--- src/pfd_pkg.sv ---
`timescale 1ns / 1ps
package pfd_pkg;

  localparam int unsigned SqSize  = 5;
  localparam int unsigned LetterW = 5;
  localparam int unsigned RowW    = SqSize * LetterW;
  localparam int unsigned PosW    = $clog2(SqSize);
  localparam int unsigned CfgIdxW = 3;

  localparam logic [LetterW-1:0] CodeI = 5'd8;
  localparam logic [LetterW-1:0] CodeJ = 5'd9;

  // register indexes
  localparam logic [CfgIdxW-1:0] CfgRow0   = 3'd0;
  localparam logic [CfgIdxW-1:0] CfgRow1   = 3'd1;
  localparam logic [CfgIdxW-1:0] CfgRow2   = 3'd2;
  localparam logic [CfgIdxW-1:0] CfgRow3   = 3'd3;
  localparam logic [CfgIdxW-1:0] CfgRow4   = 3'd4;
  localparam logic [CfgIdxW-1:0] CfgFiller = 3'd5;

  typedef logic [SqSize-1:0][RowW-1:0] square_t;

  // plain square A..E / F..K / L..P / Q..U / V..Z, row 0 lowest
  localparam square_t SquareReset = {25'd27025109, 25'd21613104, 25'd16201099,
                                     25'd10755269, 25'd4294688};
  localparam logic [LetterW-1:0] FillerReset = 5'd23;

  typedef struct packed {
    logic [LetterW-1:0] plain_letter;
    logic               message_end;
  } in_beat_t;

  typedef struct packed {
    logic [LetterW-1:0] cipher_letter;
    logic               run_last;
  } res_beat_t;

  typedef struct packed {
    square_t            square;
    logic [LetterW-1:0] filler;
  } cfg_t;

  typedef struct packed {
    logic [LetterW-1:0] first;
    logic [LetterW-1:0] second;
    logic               last;
  } digraph_t;

  typedef struct packed {
    logic [PosW-1:0] row;
    logic [PosW-1:0] col;
  } pos_t;

  function automatic logic [LetterW-1:0] fold(input logic [LetterW-1:0] v);
    return (v == CodeJ) ? CodeI : v;
  endfunction

endpackage

--- src/pfd_queue.sv ---
`timescale 1ns / 1ps
module pfd_queue #(
  parameter int unsigned Width = 11,
  parameter int unsigned Depth = 2
) (
  input  logic             clk_i,
  input  logic             rst_ni,
  input  logic             push_i,
  input  logic [Width-1:0] wdata_i,
  output logic             full_o,
  input  logic             pop_i,
  output logic [Width-1:0] rdata_o,
  output logic             empty_o
);
  localparam int unsigned PtrW = (Depth > 1) ? $clog2(Depth) : 1;
  localparam int unsigned CntW = $clog2(Depth + 1);

  logic [Depth-1:0][Width-1:0] mem_q;
  logic [PtrW-1:0] wr_ptr_q, wr_ptr_d, rd_ptr_q, rd_ptr_d;
  logic [CntW-1:0] count_q, count_d;
  logic do_push, do_pop;

  assign full_o  = (count_q == CntW'(Depth));
  assign empty_o = (count_q == '0);
  assign do_push = push_i && !full_o;
  assign do_pop  = pop_i && !empty_o;
  assign rdata_o = mem_q[rd_ptr_q];

  always_comb begin
    wr_ptr_d = wr_ptr_q;
    rd_ptr_d = rd_ptr_q;
    count_d  = count_q;
    if (do_push) begin
      wr_ptr_d = (wr_ptr_q == PtrW'(Depth - 1)) ? '0 : wr_ptr_q + 1'b1;
    end
    if (do_pop) begin
      rd_ptr_d = (rd_ptr_q == PtrW'(Depth - 1)) ? '0 : rd_ptr_q + 1'b1;
    end
    if (do_push && !do_pop) begin
      count_d = count_q + 1'b1;
    end else if (do_pop && !do_push) begin
      count_d = count_q - 1'b1;
    end
  end

  always_ff @(posedge clk_i or negedge rst_ni) begin
    if (!rst_ni) begin
      wr_ptr_q <= '0;
      rd_ptr_q <= '0;
      count_q  <= '0;
    end else begin
      wr_ptr_q <= wr_ptr_d;
      rd_ptr_q <= rd_ptr_d;
      count_q  <= count_d;
    end
  end

  always_ff @(posedge clk_i) begin
    if (do_push) begin
      mem_q[wr_ptr_q] <= wdata_i;
    end
  end

  assert property (@(posedge clk_i) disable iff (!rst_ni) count_q <= CntW'(Depth))
    else $error("queue count overflow");

endmodule

--- src/pfd_front.sv ---
`timescale 1ns / 1ps
module pfd_front (
  input  logic                        clk_i,
  input  logic                        rst_ni,
  input  logic                        push_i,
  input  pfd_pkg::in_beat_t           in_beat_i,
  output logic                        full_o,
  input  logic [pfd_pkg::LetterW-1:0] filler_i,
  output logic                        q_push_o,
  output pfd_pkg::digraph_t           q_data_o,
  input  logic                        q_full_i
);
  import pfd_pkg::*;

  logic               pend_valid_q, pend_valid_d;
  logic [LetterW-1:0] pend_letter_q, pend_letter_d;
  logic               extra_valid_q, extra_valid_d;
  digraph_t           extra_q, extra_d;
  logic               accept;
  logic [LetterW-1:0] letter, fill;

  assign full_o = q_full_i || extra_valid_q;
  assign accept = push_i && !full_o;
  assign letter = fold(in_beat_i.plain_letter);
  assign fill   = fold(filler_i);

  always_comb begin
    pend_valid_d  = pend_valid_q;
    pend_letter_d = pend_letter_q;
    extra_valid_d = extra_valid_q;
    extra_d       = extra_q;
    q_push_o      = 1'b0;
    q_data_o      = extra_q;
    if (extra_valid_q) begin
      // trailing pair of a doubled final letter
      q_push_o = !q_full_i;
      if (!q_full_i) begin
        extra_valid_d = 1'b0;
      end
    end else if (accept) begin
      q_push_o = 1'b1;
      priority if (!pend_valid_q) begin
        q_data_o = '{first: letter, second: fill, last: 1'b1};
        if (!in_beat_i.message_end) begin
          q_push_o      = 1'b0;
          pend_valid_d  = 1'b1;
          pend_letter_d = letter;
        end
      end else if (pend_letter_q != letter) begin
        q_data_o     = '{first: pend_letter_q, second: letter, last: 1'b1};
        pend_valid_d = 1'b0;
      end else if (!in_beat_i.message_end) begin
        // doubled letter: same letter stays held
        q_data_o = '{first: pend_letter_q, second: fill, last: 1'b1};
      end else begin
        q_data_o      = '{first: pend_letter_q, second: fill, last: 1'b0};
        pend_valid_d  = 1'b0;
        extra_valid_d = 1'b1;
        extra_d       = '{first: letter, second: fill, last: 1'b1};
      end
    end
  end

  always_ff @(posedge clk_i or negedge rst_ni) begin
    if (!rst_ni) begin
      pend_valid_q  <= 1'b0;
      extra_valid_q <= 1'b0;
    end else begin
      pend_valid_q  <= pend_valid_d;
      extra_valid_q <= extra_valid_d;
    end
  end

  always_ff @(posedge clk_i) begin
    pend_letter_q <= pend_letter_d;
    extra_q       <= extra_d;
  end

  assert property (@(posedge clk_i) disable iff (!rst_ni)
    extra_valid_q |-> !pend_valid_q)
    else $error("trailing pair queued while a letter is held");

  assert property (@(posedge clk_i) disable iff (!rst_ni)
    extra_valid_q |-> !extra_d.last || !accept)
    else $error("item taken while trailing pair waits");

endmodule

--- src/pfd_back.sv ---
`timescale 1ns / 1ps
module pfd_back (
  input  logic                clk_i,
  input  logic                rst_ni,
  input  pfd_pkg::cfg_t       cfg_i,
  input  logic                q_empty_i,
  input  pfd_pkg::digraph_t   q_data_i,
  output logic                q_pop_o,
  output logic                empty_o,
  input  logic                pop_i,
  output pfd_pkg::res_beat_t  res_beat_o
);
  import pfd_pkg::*;

  function automatic pos_t locate(input logic [LetterW-1:0] l, input square_t sq);
    pos_t p;
    logic [RowW-1:0] rw;
    p = '0;
    // scan backward so the first match in row-major order wins
    for (int r = SqSize - 1; r >= 0; r--) begin
      rw = sq[r];
      for (int c = SqSize - 1; c >= 0; c--) begin
        if (rw[c*LetterW +: LetterW] == l) begin
          p.row = PosW'(r);
          p.col = PosW'(c);
        end
      end
    end
    return p;
  endfunction

  function automatic logic [LetterW-1:0] cell_at(input square_t sq,
                                                  input logic [PosW-1:0] r,
                                                  input logic [PosW-1:0] c);
    logic [RowW-1:0] rw;
    rw = sq[r];
    return rw[c*LetterW +: LetterW];
  endfunction

  function automatic logic [PosW-1:0] wrap_inc(input logic [PosW-1:0] v);
    return (v == PosW'(SqSize - 1)) ? '0 : v + 1'b1;
  endfunction

  logic               valid_q, valid_d;
  logic               phase_q, phase_d;
  logic [LetterW-1:0] ea_q, eb_q, ea, eb;
  logic               last_q;
  logic               load;
  pos_t               pa, pb;

  always_comb begin
    pa = locate(q_data_i.first, cfg_i.square);
    pb = locate(q_data_i.second, cfg_i.square);
    priority if (pa.row == pb.row) begin
      ea = cell_at(cfg_i.square, pa.row, wrap_inc(pa.col));
      eb = cell_at(cfg_i.square, pb.row, wrap_inc(pb.col));
    end else if (pa.col == pb.col) begin
      ea = cell_at(cfg_i.square, wrap_inc(pa.row), pa.col);
      eb = cell_at(cfg_i.square, wrap_inc(pb.row), pb.col);
    end else begin
      ea = cell_at(cfg_i.square, pa.row, pb.col);
      eb = cell_at(cfg_i.square, pb.row, pa.col);
    end
  end

  assign load    = !q_empty_i && (!valid_q || (pop_i && phase_q));
  assign q_pop_o = load;
  assign empty_o = !valid_q;
  assign res_beat_o.cipher_letter = phase_q ? eb_q : ea_q;
  assign res_beat_o.run_last      = phase_q && last_q;

  always_comb begin
    valid_d = valid_q;
    phase_d = phase_q;
    if (load) begin
      valid_d = 1'b1;
      phase_d = 1'b0;
    end else if (valid_q && pop_i) begin
      if (phase_q) begin
        valid_d = 1'b0;
        phase_d = 1'b0;
      end else begin
        phase_d = 1'b1;
      end
    end
  end

  always_ff @(posedge clk_i or negedge rst_ni) begin
    if (!rst_ni) begin
      valid_q <= 1'b0;
      phase_q <= 1'b0;
    end else begin
      valid_q <= valid_d;
      phase_q <= phase_d;
    end
  end

  always_ff @(posedge clk_i) begin
    if (load) begin
      ea_q   <= ea;
      eb_q   <= eb;
      last_q <= q_data_i.last;
    end
  end

  assert property (@(posedge clk_i) disable iff (!rst_ni) phase_q |-> valid_q)
    else $error("second letter phase without a held pair");

  assert property (@(posedge clk_i) disable iff (!rst_ni)
    valid_q && !phase_q && pop_i |=> valid_q && phase_q && $stable(eb_q))
    else $error("second letter of pair lost");

endmodule

--- src/playfair_digraph_encrypt.sv ---
`timescale 1ns / 1ps
// Path: an accepted letter that completes a digraph is written into the digraph queue,
//   then loaded into the result register, where its first cipher letter shows.
// Throughput: one letter accepted per cycle while the digraph queue has room and no
//   trailing pair waits; results leave one letter per beat, two beats per digraph.
//   After a doubled final letter the front queues its second digraph, then takes more.
// Reset (rst_ni, async low): pending pair and queues cleared; square = plain A..Z, filler X.
module playfair_digraph_encrypt #(
  parameter int unsigned QueueDepth = 2  // digraph queue entries, 2 to 16
) (
  input  logic                        clk_i,
  input  logic                        rst_ni,
  // input side
  input  logic                        push,
  output logic                        full,
  input  pfd_pkg::in_beat_t           in_beat_i,
  // result side
  output logic                        empty,
  input  logic                        pop,
  output pfd_pkg::res_beat_t          res_beat_o,
  // configuration writes
  input  logic                        cfg_we_i,
  input  logic [pfd_pkg::CfgIdxW-1:0] cfg_idx_i,
  input  logic [pfd_pkg::RowW-1:0]    cfg_data_i
);
  import pfd_pkg::*;

  cfg_t     cfg_q;
  digraph_t fq_data, bq_data;
  logic     fq_push, fq_full, bq_pop, bq_empty;

  // config registers; unknown indexes are dropped
  always_ff @(posedge clk_i or negedge rst_ni) begin
    if (!rst_ni) begin
      cfg_q.square <= SquareReset;
      cfg_q.filler <= FillerReset;
    end else if (cfg_we_i) begin
      unique case (cfg_idx_i)
        CfgRow0:   cfg_q.square[0] <= cfg_data_i;
        CfgRow1:   cfg_q.square[1] <= cfg_data_i;
        CfgRow2:   cfg_q.square[2] <= cfg_data_i;
        CfgRow3:   cfg_q.square[3] <= cfg_data_i;
        CfgRow4:   cfg_q.square[4] <= cfg_data_i;
        CfgFiller: cfg_q.filler    <= cfg_data_i[LetterW-1:0];
        default: ;
      endcase
    end
  end

  // front: pairs letters, inserts filler, classifies each beat
  pfd_front u_front (
    .clk_i     (clk_i),
    .rst_ni    (rst_ni),
    .push_i    (push),
    .in_beat_i (in_beat_i),
    .full_o    (full),
    .filler_i  (cfg_q.filler),
    .q_push_o  (fq_push),
    .q_data_o  (fq_data),
    .q_full_i  (fq_full)
  );

  // short digraph queue decoupling front and back
  pfd_queue #(
    .Width ($bits(digraph_t)),
    .Depth (QueueDepth)
  ) u_queue (
    .clk_i   (clk_i),
    .rst_ni  (rst_ni),
    .push_i  (fq_push),
    .wdata_i (fq_data),
    .full_o  (fq_full),
    .pop_i   (bq_pop),
    .rdata_o (bq_data),
    .empty_o (bq_empty)
  );

  // back: locate, apply row/column/rectangle rule, serialize two letters
  pfd_back u_back (
    .clk_i      (clk_i),
    .rst_ni     (rst_ni),
    .cfg_i      (cfg_q),
    .q_empty_i  (bq_empty),
    .q_data_i   (bq_data),
    .q_pop_o    (bq_pop),
    .empty_o    (empty),
    .pop_i      (pop),
    .res_beat_o (res_beat_o)
  );

  // every queued digraph is eventually a two-letter result; pop only from a full head
  assert property (@(posedge clk_i) disable iff (!rst_ni) bq_pop |-> !bq_empty)
    else $error("back popped an empty digraph queue");

endmodule

--- config.mk ---
export PLATFORM = sky130hd
export DESIGN_NAME = playfair_digraph_encrypt
export DESIGN_NICKNAME = d
export VERILOG_FILES = /design/src/pfd_pkg.sv /design/src/pfd_queue.sv /design/src/pfd_front.sv /design/src/pfd_back.sv /design/src/playfair_digraph_encrypt.sv
export SDC_FILE = /design/constraint.sdc
export NUM_CORES = 1
export LEC_CHECK = 0
export ABC_AREA = 1
export BUFFER_PORTS_ARGS = -buffer_cell sky130_fd_sc_hd__buf_2
export CAP_MARGIN = 15
export CORE_MARGIN = 2
export CORE_UTILIZATION = 33
export DETAILED_ROUTE_END_ITERATION = 7
export PLACE_DENSITY_LB_ADDON = 0.12
export SYNTH_ARGS = -nofsm -noshare
export SYNTH_HDL_FRONTEND = slang
export SYNTH_HIERARCHICAL = 1
export SYNTH_SLANG_ARGS = --single-unit
--- constraint.sdc ---
create_clock -name clk_i -period 5.15 [get_ports clk_i]
set_clock_uncertainty 0.2 [all_clocks]
set_input_delay 0.515 -clock clk_i [delete_from_list [all_inputs] [get_ports clk_i]]
set_output_delay 0.515 -clock clk_i [all_outputs]
set_load 0.02 [all_outputs]
==> qor.yml, run 1 <==
global_route:
  overflow: 0
  grtUsageTotal: 0.334
  grt_pass1_vias: 19000
  antenna_found_initial: 3
  grt_max_degree: 66
  grt_pass1_wl_um: 138000
floorplanning:
  start_util: 0.333
  die-area_um2: 57600
  die_w_um: 240
  dieHeight_um: 240
  ioPinCount: 47
  core_area_um2: 55100
  std_cell_rows: 86
clock_network:
  clock_latency_ns: 0.50
  clockBufferDepth: 2
  numCtsBuffers: 17
  cts-root-buf: "clkbuf_16"
  clk_pin_slew_worst_paths_ns: 0.10
  cts_sinks: 186
  cts_tree: "yes"
  htree_levels: 4
detailed_routing:
  wl_per_cell_um: 25.9
  drt_iter0_markers: 2076
  final_antenna_net_count: 0
  vias_per_cell: 5.56
  vias: 20600
  drc: 0
  drt_pre_antenna_iters: 6
  drt_wl_total_um: 96000
synthesis:
  netlist.area_leader.share: 0.214
  synth-async-reset-ratio: 0.742
  synth-edff-count: 48
  yosysWarnings: 6
  synth_cell_types: 62
  synth-seq-cells: 186
  synth_nets: 2952
  synthFlopType: "dfrtp_1"
  synth_area_um2: 18400
  ys_seq_area_frac: 0.271
  avgSynthCellArea_um2: 6.32
  synth_area_leader_cell: "nand2_1"
  synthCells: 2904
  ys_top_cells_by_area: "nand2_1, dfrtp_1, nand3_1"
timing:
  max_freq_mhz: 203
  holdWs_ns: 0.0477
  relSlewSlack: 0.219
  post-route-min-period_ns: 4.93
  tns_ns: 0
  fin_ws_ns: 0.215
  setup_viol: 0
  drv_slew: 0
  tightestPinTransition_ns: 1.16
  finalHoldViolCount: 0
  post-route-period-util: 0.958
worst_setup_path:
  path_max_fanout: 27
  timing.critical_path.to_type: "flip-flop"
  cp_common_cell: "nand2_1"
  cp-start-kind: "flip-flop"
  r2r_start: "u_queue/rd_ptr_q$_DFFE_PN0P_"
  cp_slowest_cell: "dfrtp_1"
  crit_path_max_incr_delay_ns: 0.39
  reg2reg_to: "u_back/eb_q[2]$_DFFE_PP_"
  r2r_slack_ns: 0.22
  reg2reg_depth: 28
  cp.required_ns: 5.24
  path_class: "flip-flop to flip-flop"
  worstPathArrival_ns: 5.02
worst_hold_path:
  hp-class: "input pin to flip-flop"
  worstHoldStart: "in_beat_i[4]"
  min_path_cells: 1
  min_to: "u_front/extra_q[9]$_DFFE_PP_"
finish:
  area_delta_synth_final_pct: 12.5
  num-nets-final: 2991
  antennaDiodeCount: 0
  drive_gt1_frac: 0.136
  fin_util: 0.375
run:
  drv_cap: 0
outcome:
  outcome: "finished clean"
placement:
  gp_congestion: 1.03
  dp_slack_ns: -0.0431
  dp_hpwl_um: 72700
  port_buffers: 46
-- critical path: cells and delay by family (launching register included) --
| kind | cells | cell delay, ns |
|---|---|---|
| simple gates | 19 | 2.34 |
| compound gates | 1 | 0.19 |
| buf+inv | 7 | 1.20 |
| flops | 1 | 0.39 |
| fa+ha+maj | 1 | 0.34 |
-- final cells by class --
class | count | area, um^2
Clock buffer | 17 | 425
Clock inverter | 15 | 210
Fill cell | 6140 | 34400
Inverter | 215 | 832
Multi-Input combinational cell | 2306 | 11400
Sequential cell | 186 | 4970
Tap cell | 748 | 936
Timing Repair Buffer | 217 | 1910
-- cell usage in the layout (no fill, tap or decap), types with 9 or more instances in the layout --
master and instances:
a31oi_1 12, nand4_1 38, nand3_1 309, nor2_2 19, dfstp_2 59, ha_1 9, buf_4 140, buf_12 26
nand2_1 1043, o21ai_1 75, clkbuf_16 19, nor2_1 164, o211ai_1 75, nand2_2 17, nor3_1 47, xnor2_1 72
xor2_1 100, dfrtp_1 79, o21ai_0 164, edfxtp_1 48, inv_1 194, o22ai_1 16, buf_2 45, a21oi_1 69
inv_2 10
-- cells in the mapped netlist (3+ instances only) --
cell,instances
nand4_1,38
and3_1,3
dfrtp_1,79
edfxtp_1,48
a31oi_1,12
o21ai_1,76
nor3_1,48
clkinv_1,3
mux2i_1,5
nand3_1,310
inv_1,200
clkbuf_1,55
nor4_1,3
o31ai_1,5
nor2_1,168
o21ai_0,164
o21ai_2,3
inv_4,3
nor3_2,4
a211oi_1,4
o22ai_1,16
nor3b_1,3
nand2_1,1048
nand3b_1,4
buf_1,6
nand2_2,15
nand2_4,3
nor2_4,5
nor2_2,16
buf_2,70
buf_4,18
a21oi_1,69
ha_1,9
xor2_1,100
inv_2,9
or2_2,5
dfstp_2,59
xnor2_1,72
buf_6,42
o211ai_1,75
-- layer usage --
| layer | vias to the layer above | global-route usage | wire length (um) |
|---|---|---|---|
| met5 | - | 0 | 11 |
| met4 | 2 | 0.119 | 3460 |
| met3 | 159 | 0.0677 | 7430 |
| met2 | 916 | 0.519 | 42800 |
| met1 | 9990 | 0.458 | 42300 |
| li1 | 9521 | - | - |
-- per-stage QoR --
step	cell area (um^2)	std cells
6_report	20700	3704
5_1_grt	20700	3704
4_1_cts	20400	3690
3_5_place_dp	19700	3657
3_3_place_gp	19700	3657
2_1_floorplan	18400	2904
-- worst max-delay path by stage --
stage	startpoint	end	slack (ns)	cells past startpoint
3_3_place_gp	u_queue/rd_ptr_q$_DFFE_PN0P_	u_back/eb_q[2]$_DFFE_PP_	-0.04	28
6_report	u_queue/rd_ptr_q$_DFFE_PN0P_	u_back/eb_q[2]$_DFFE_PP_	0.22	28
4_1_cts	u_queue/rd_ptr_q$_DFFE_PN0P_	u_back/eb_q[2]$_DFFE_PP_	0.14	33
2_1_floorplan	u_queue/rd_ptr_q$_DFFE_PN0P_	u_back/ea_q[3]$_DFFE_PP_	1.02	30
5_1_grt	u_queue/rd_ptr_q$_DFFE_PN0P_	u_back/eb_q[3]$_DFFE_PP_	-0.001	30
3_5_place_dp	u_queue/rd_ptr_q$_DFFE_PN0P_	u_back/eb_q[2]$_DFFE_PP_	-0.04	28
-- cell families after synthesis --
| family | count (synthesis) | share of synthesized area |
|---|---|---|
| simple gates | 1687 | 0.390 |
| compound gates | 433 | 0.135 |
| xor+xnor | 172 | 0.0820 |
| mux | 5 | 0.00272 |
| buf+inv | 412 | 0.114 |
| fa+ha+maj | 9 | 0.00613 |
| flops | 186 | 0.271 |
-- repair_timing --
| action | CTS | global route |
|---|---|---|
| buffers inserted | 0 | 12 |
| hold buffers | 1 | 0 |
| pin swaps | 0 | 4 |
| gates resized for setup | 1 | 19 |
| endpoints found under the hold margin | 34 | 0 |
| setup endpoints to repair | 4 | 10 |
| gates cloned | 0 | 2 |
-- state kept, by name, summed over array words and instances (netlist names) --
register               count
cfg_q                    130
u_back/ea_q                5
u_back/eb_q                5
u_back/last_q              1
u_back/phase_q             1
u_back/valid_q             1
u_front/extra_q           10
u_front/extra_valid_q      1
u_front/pend_letter_q      5
u_front/pend_valid_q       1
u_queue/count_q            2
u_queue/mem_q             22
u_queue/rd_ptr_q           1
u_queue/wr_ptr_q           1
Power of run 1 is not shown: default switching activity piles up to over one toggle a cycle in this logic, so the estimate is an artifact.
==> inputs of run 2 (changes only) <==
Settings changed: CELL_PAD_IN_SITES_DETAIL_PLACEMENT set to 1, CELL_PAD_IN_SITES_GLOBAL_PLACEMENT set to 2, CTS_CLUSTER_DIAMETER set to 200.
==> qor.yml, run 2 (same netlist as run 1, synthesis figures left out) <==
outcome:
  outcome: "finished clean"
global_route:
  grtUsageMet2: 0.544
  use_met1: 0.497
  grt.busiest_layer: "met2"
  met3_usage: 0.0595
  grt_pass1_vias: 20400
  grt_pass1_wl_um: 145000
  grtUsageTotal: 0.351
  overflow: 0
  grt_max_degree: 96
  antenna_found_initial: 0
finish:
  drive_gt1_frac: 0.140
  final_cells: 3714
  layout_commonest_cell: "nand2_1"
  top_regs: "cfg_q x130, u_queue/mem_q x22, u_front/extra_q x10"
  area_delta_synth_final_pct: 12.8
  antennaDiodeCount: 0
  stdcell_area_um2: 20700
  largest_reg_flops: 130
  largest_register: "cfg_q"
  num-nets-final: 3001
  layout_common_cells: "nand2_1, nand3_1, inv_1"
clock_network:
  clockBufferDepth: 2
  cts_sinks: 186
  numCtsBuffers: 17
  cts_tree: "yes"
  clock_latency_ns: 0.50
  cts-root-buf: "clkbuf_16"
  clk_pin_slew_worst_paths_ns: 0.09
  htree_levels: 4
worst_setup_path:
  cp.required_ns: 5.21
  worstPathArrival_ns: 5.06
  r2r_slack_ns: 0.15
  reg2reg_to: "u_back/ea_q[0]$_DFFE_PP_"
  timing.critical_path.to_type: "flip-flop"
  cp_common_cell: "nand2_1"
  cp_top_family: "simple AND/OR/NAND/NOR gates"
  cp_num_buf_inv: 6
  path_max_fanout: 62
  path_depth: 25
  r2r_start: "u_queue/rd_ptr_q$_DFFE_PN0P_"
  path_class: "flip-flop to flip-flop"
  reg2reg_depth: 25
  crit_path_max_incr_delay_ns: 0.58
  cp_slowest_cell: "o21ai_0"
  cp-start-kind: "flip-flop"
timing:
  post-route-period-util: 0.971
  post-route-min-period_ns: 5.00
  max_freq_mhz: 200
  finalHoldViolCount: 0
  drv_slew: 0
  tightestPinTransition_ns: 1.04
  setup_viol: 0
  tns_ns: 0
  fin_ws_ns: 0.149
  relSlewSlack: 0.298
floorplanning:
  dieHeight_um: 240
  ioPinCount: 47
  core_area_um2: 55100
  die_w_um: 240
  std_cell_rows: 86
  die-area_um2: 57600
  start_util: 0.333
placement:
  placed_cells: 3669
  placed_cell_area_um2: 19800
  dp_hpwl_um: 78600
  port_buffers: 46
  gp_congestion: 0.980
  dp_slack_ns: 0.0291
worst_hold_path:
  min_to: "u_front/extra_q[9]$_DFFE_PP_"
  min_path_cells: 1
  worstHoldStart: "in_beat_i[4]"
  hp-class: "input pin to flip-flop"
detailed_routing:
  final_antenna_net_count: 0
  drc: 0
  wl_per_cell_um: 27.4
  drt_iter0_markers: 2077
  vias_per_cell: 5.62
  vias: 20900
  drt_pre_antenna_iters: 5
  drt_wl_total_um: 102000
run:
  drv_cap: 0
-- run 2: cell count changes in the layout (fill, tap and decap cells not counted), sizes merged --
cell / previous run / this run
buf: 214 / 222
bufinv: 0 / 1
clkbuf: 19 / 20
clkinv: 5 / 7
clkinvlp: 4 / 3
inv: 221 / 219
nand2: 1066 / 1067
-- run 2: repair_timing --
action / 4_1_cts / 5_1_grt
resized for setup: 0 / 33
hold buffers: 1 / 0
setup endpoints to repair: 0 / 10
hold endpoints to repair: 52 / 0
buffers inserted: 0 / 7
-- run 2: worst max-delay path by stage --
stage	startpoint	slack (ns)	end
2_1_floorplan	u_queue/rd_ptr_q$_DFFE_PN0P_	1.02	u_back/ea_q[3]$_DFFE_PP_
3_3_place_gp	u_queue/rd_ptr_q$_DFFE_PN0P_	0.02	u_back/eb_q[3]$_DFFE_PP_
3_5_place_dp	u_queue/rd_ptr_q$_DFFE_PN0P_	0.03	u_back/ea_q[0]$_DFFE_PP_
4_1_cts	u_queue/rd_ptr_q$_DFFE_PN0P_	0.004	u_back/ea_q[0]$_DFFE_PP_
5_1_grt	u_queue/rd_ptr_q$_DFFE_PN0P_	-0.01	u_back/ea_q[0]$_DFFE_PP_
6_report	u_queue/rd_ptr_q$_DFFE_PN0P_	0.15	u_back/ea_q[0]$_DFFE_PP_
-- run 2: metal layers --
| layer | share of wire | wire length (um) |
|---|---|---|
| met1 | 0.46 | 46300 |
| met3 | 0.071 | 7230 |
| met5 | 0 | 0 |
| met4 | 0.031 | 3110 |
| met2 | 0.44 | 45000 |
-- run 2: cell type report --
type,instances,area (um^2)
Clock buffer,17,425
Clock inverter,15,209
Fill cell,7191,34400
Inverter,215,825
Multi-Input combinational cell,2307,11400
Sequential cell,186,4970
Tap cell,748,936
Timing Repair Buffer,226,1920
-- run 2: stage by stage --
stage                util  hold WS, ns
floorplan               -       0.0194
global placement    0.359        0.262
detailed placement  0.359        0.277
CTS                 0.371       0.0163
global route        0.376       0.0399
finish              0.376       0.0439
Power of run 2 is left out for the same reason.
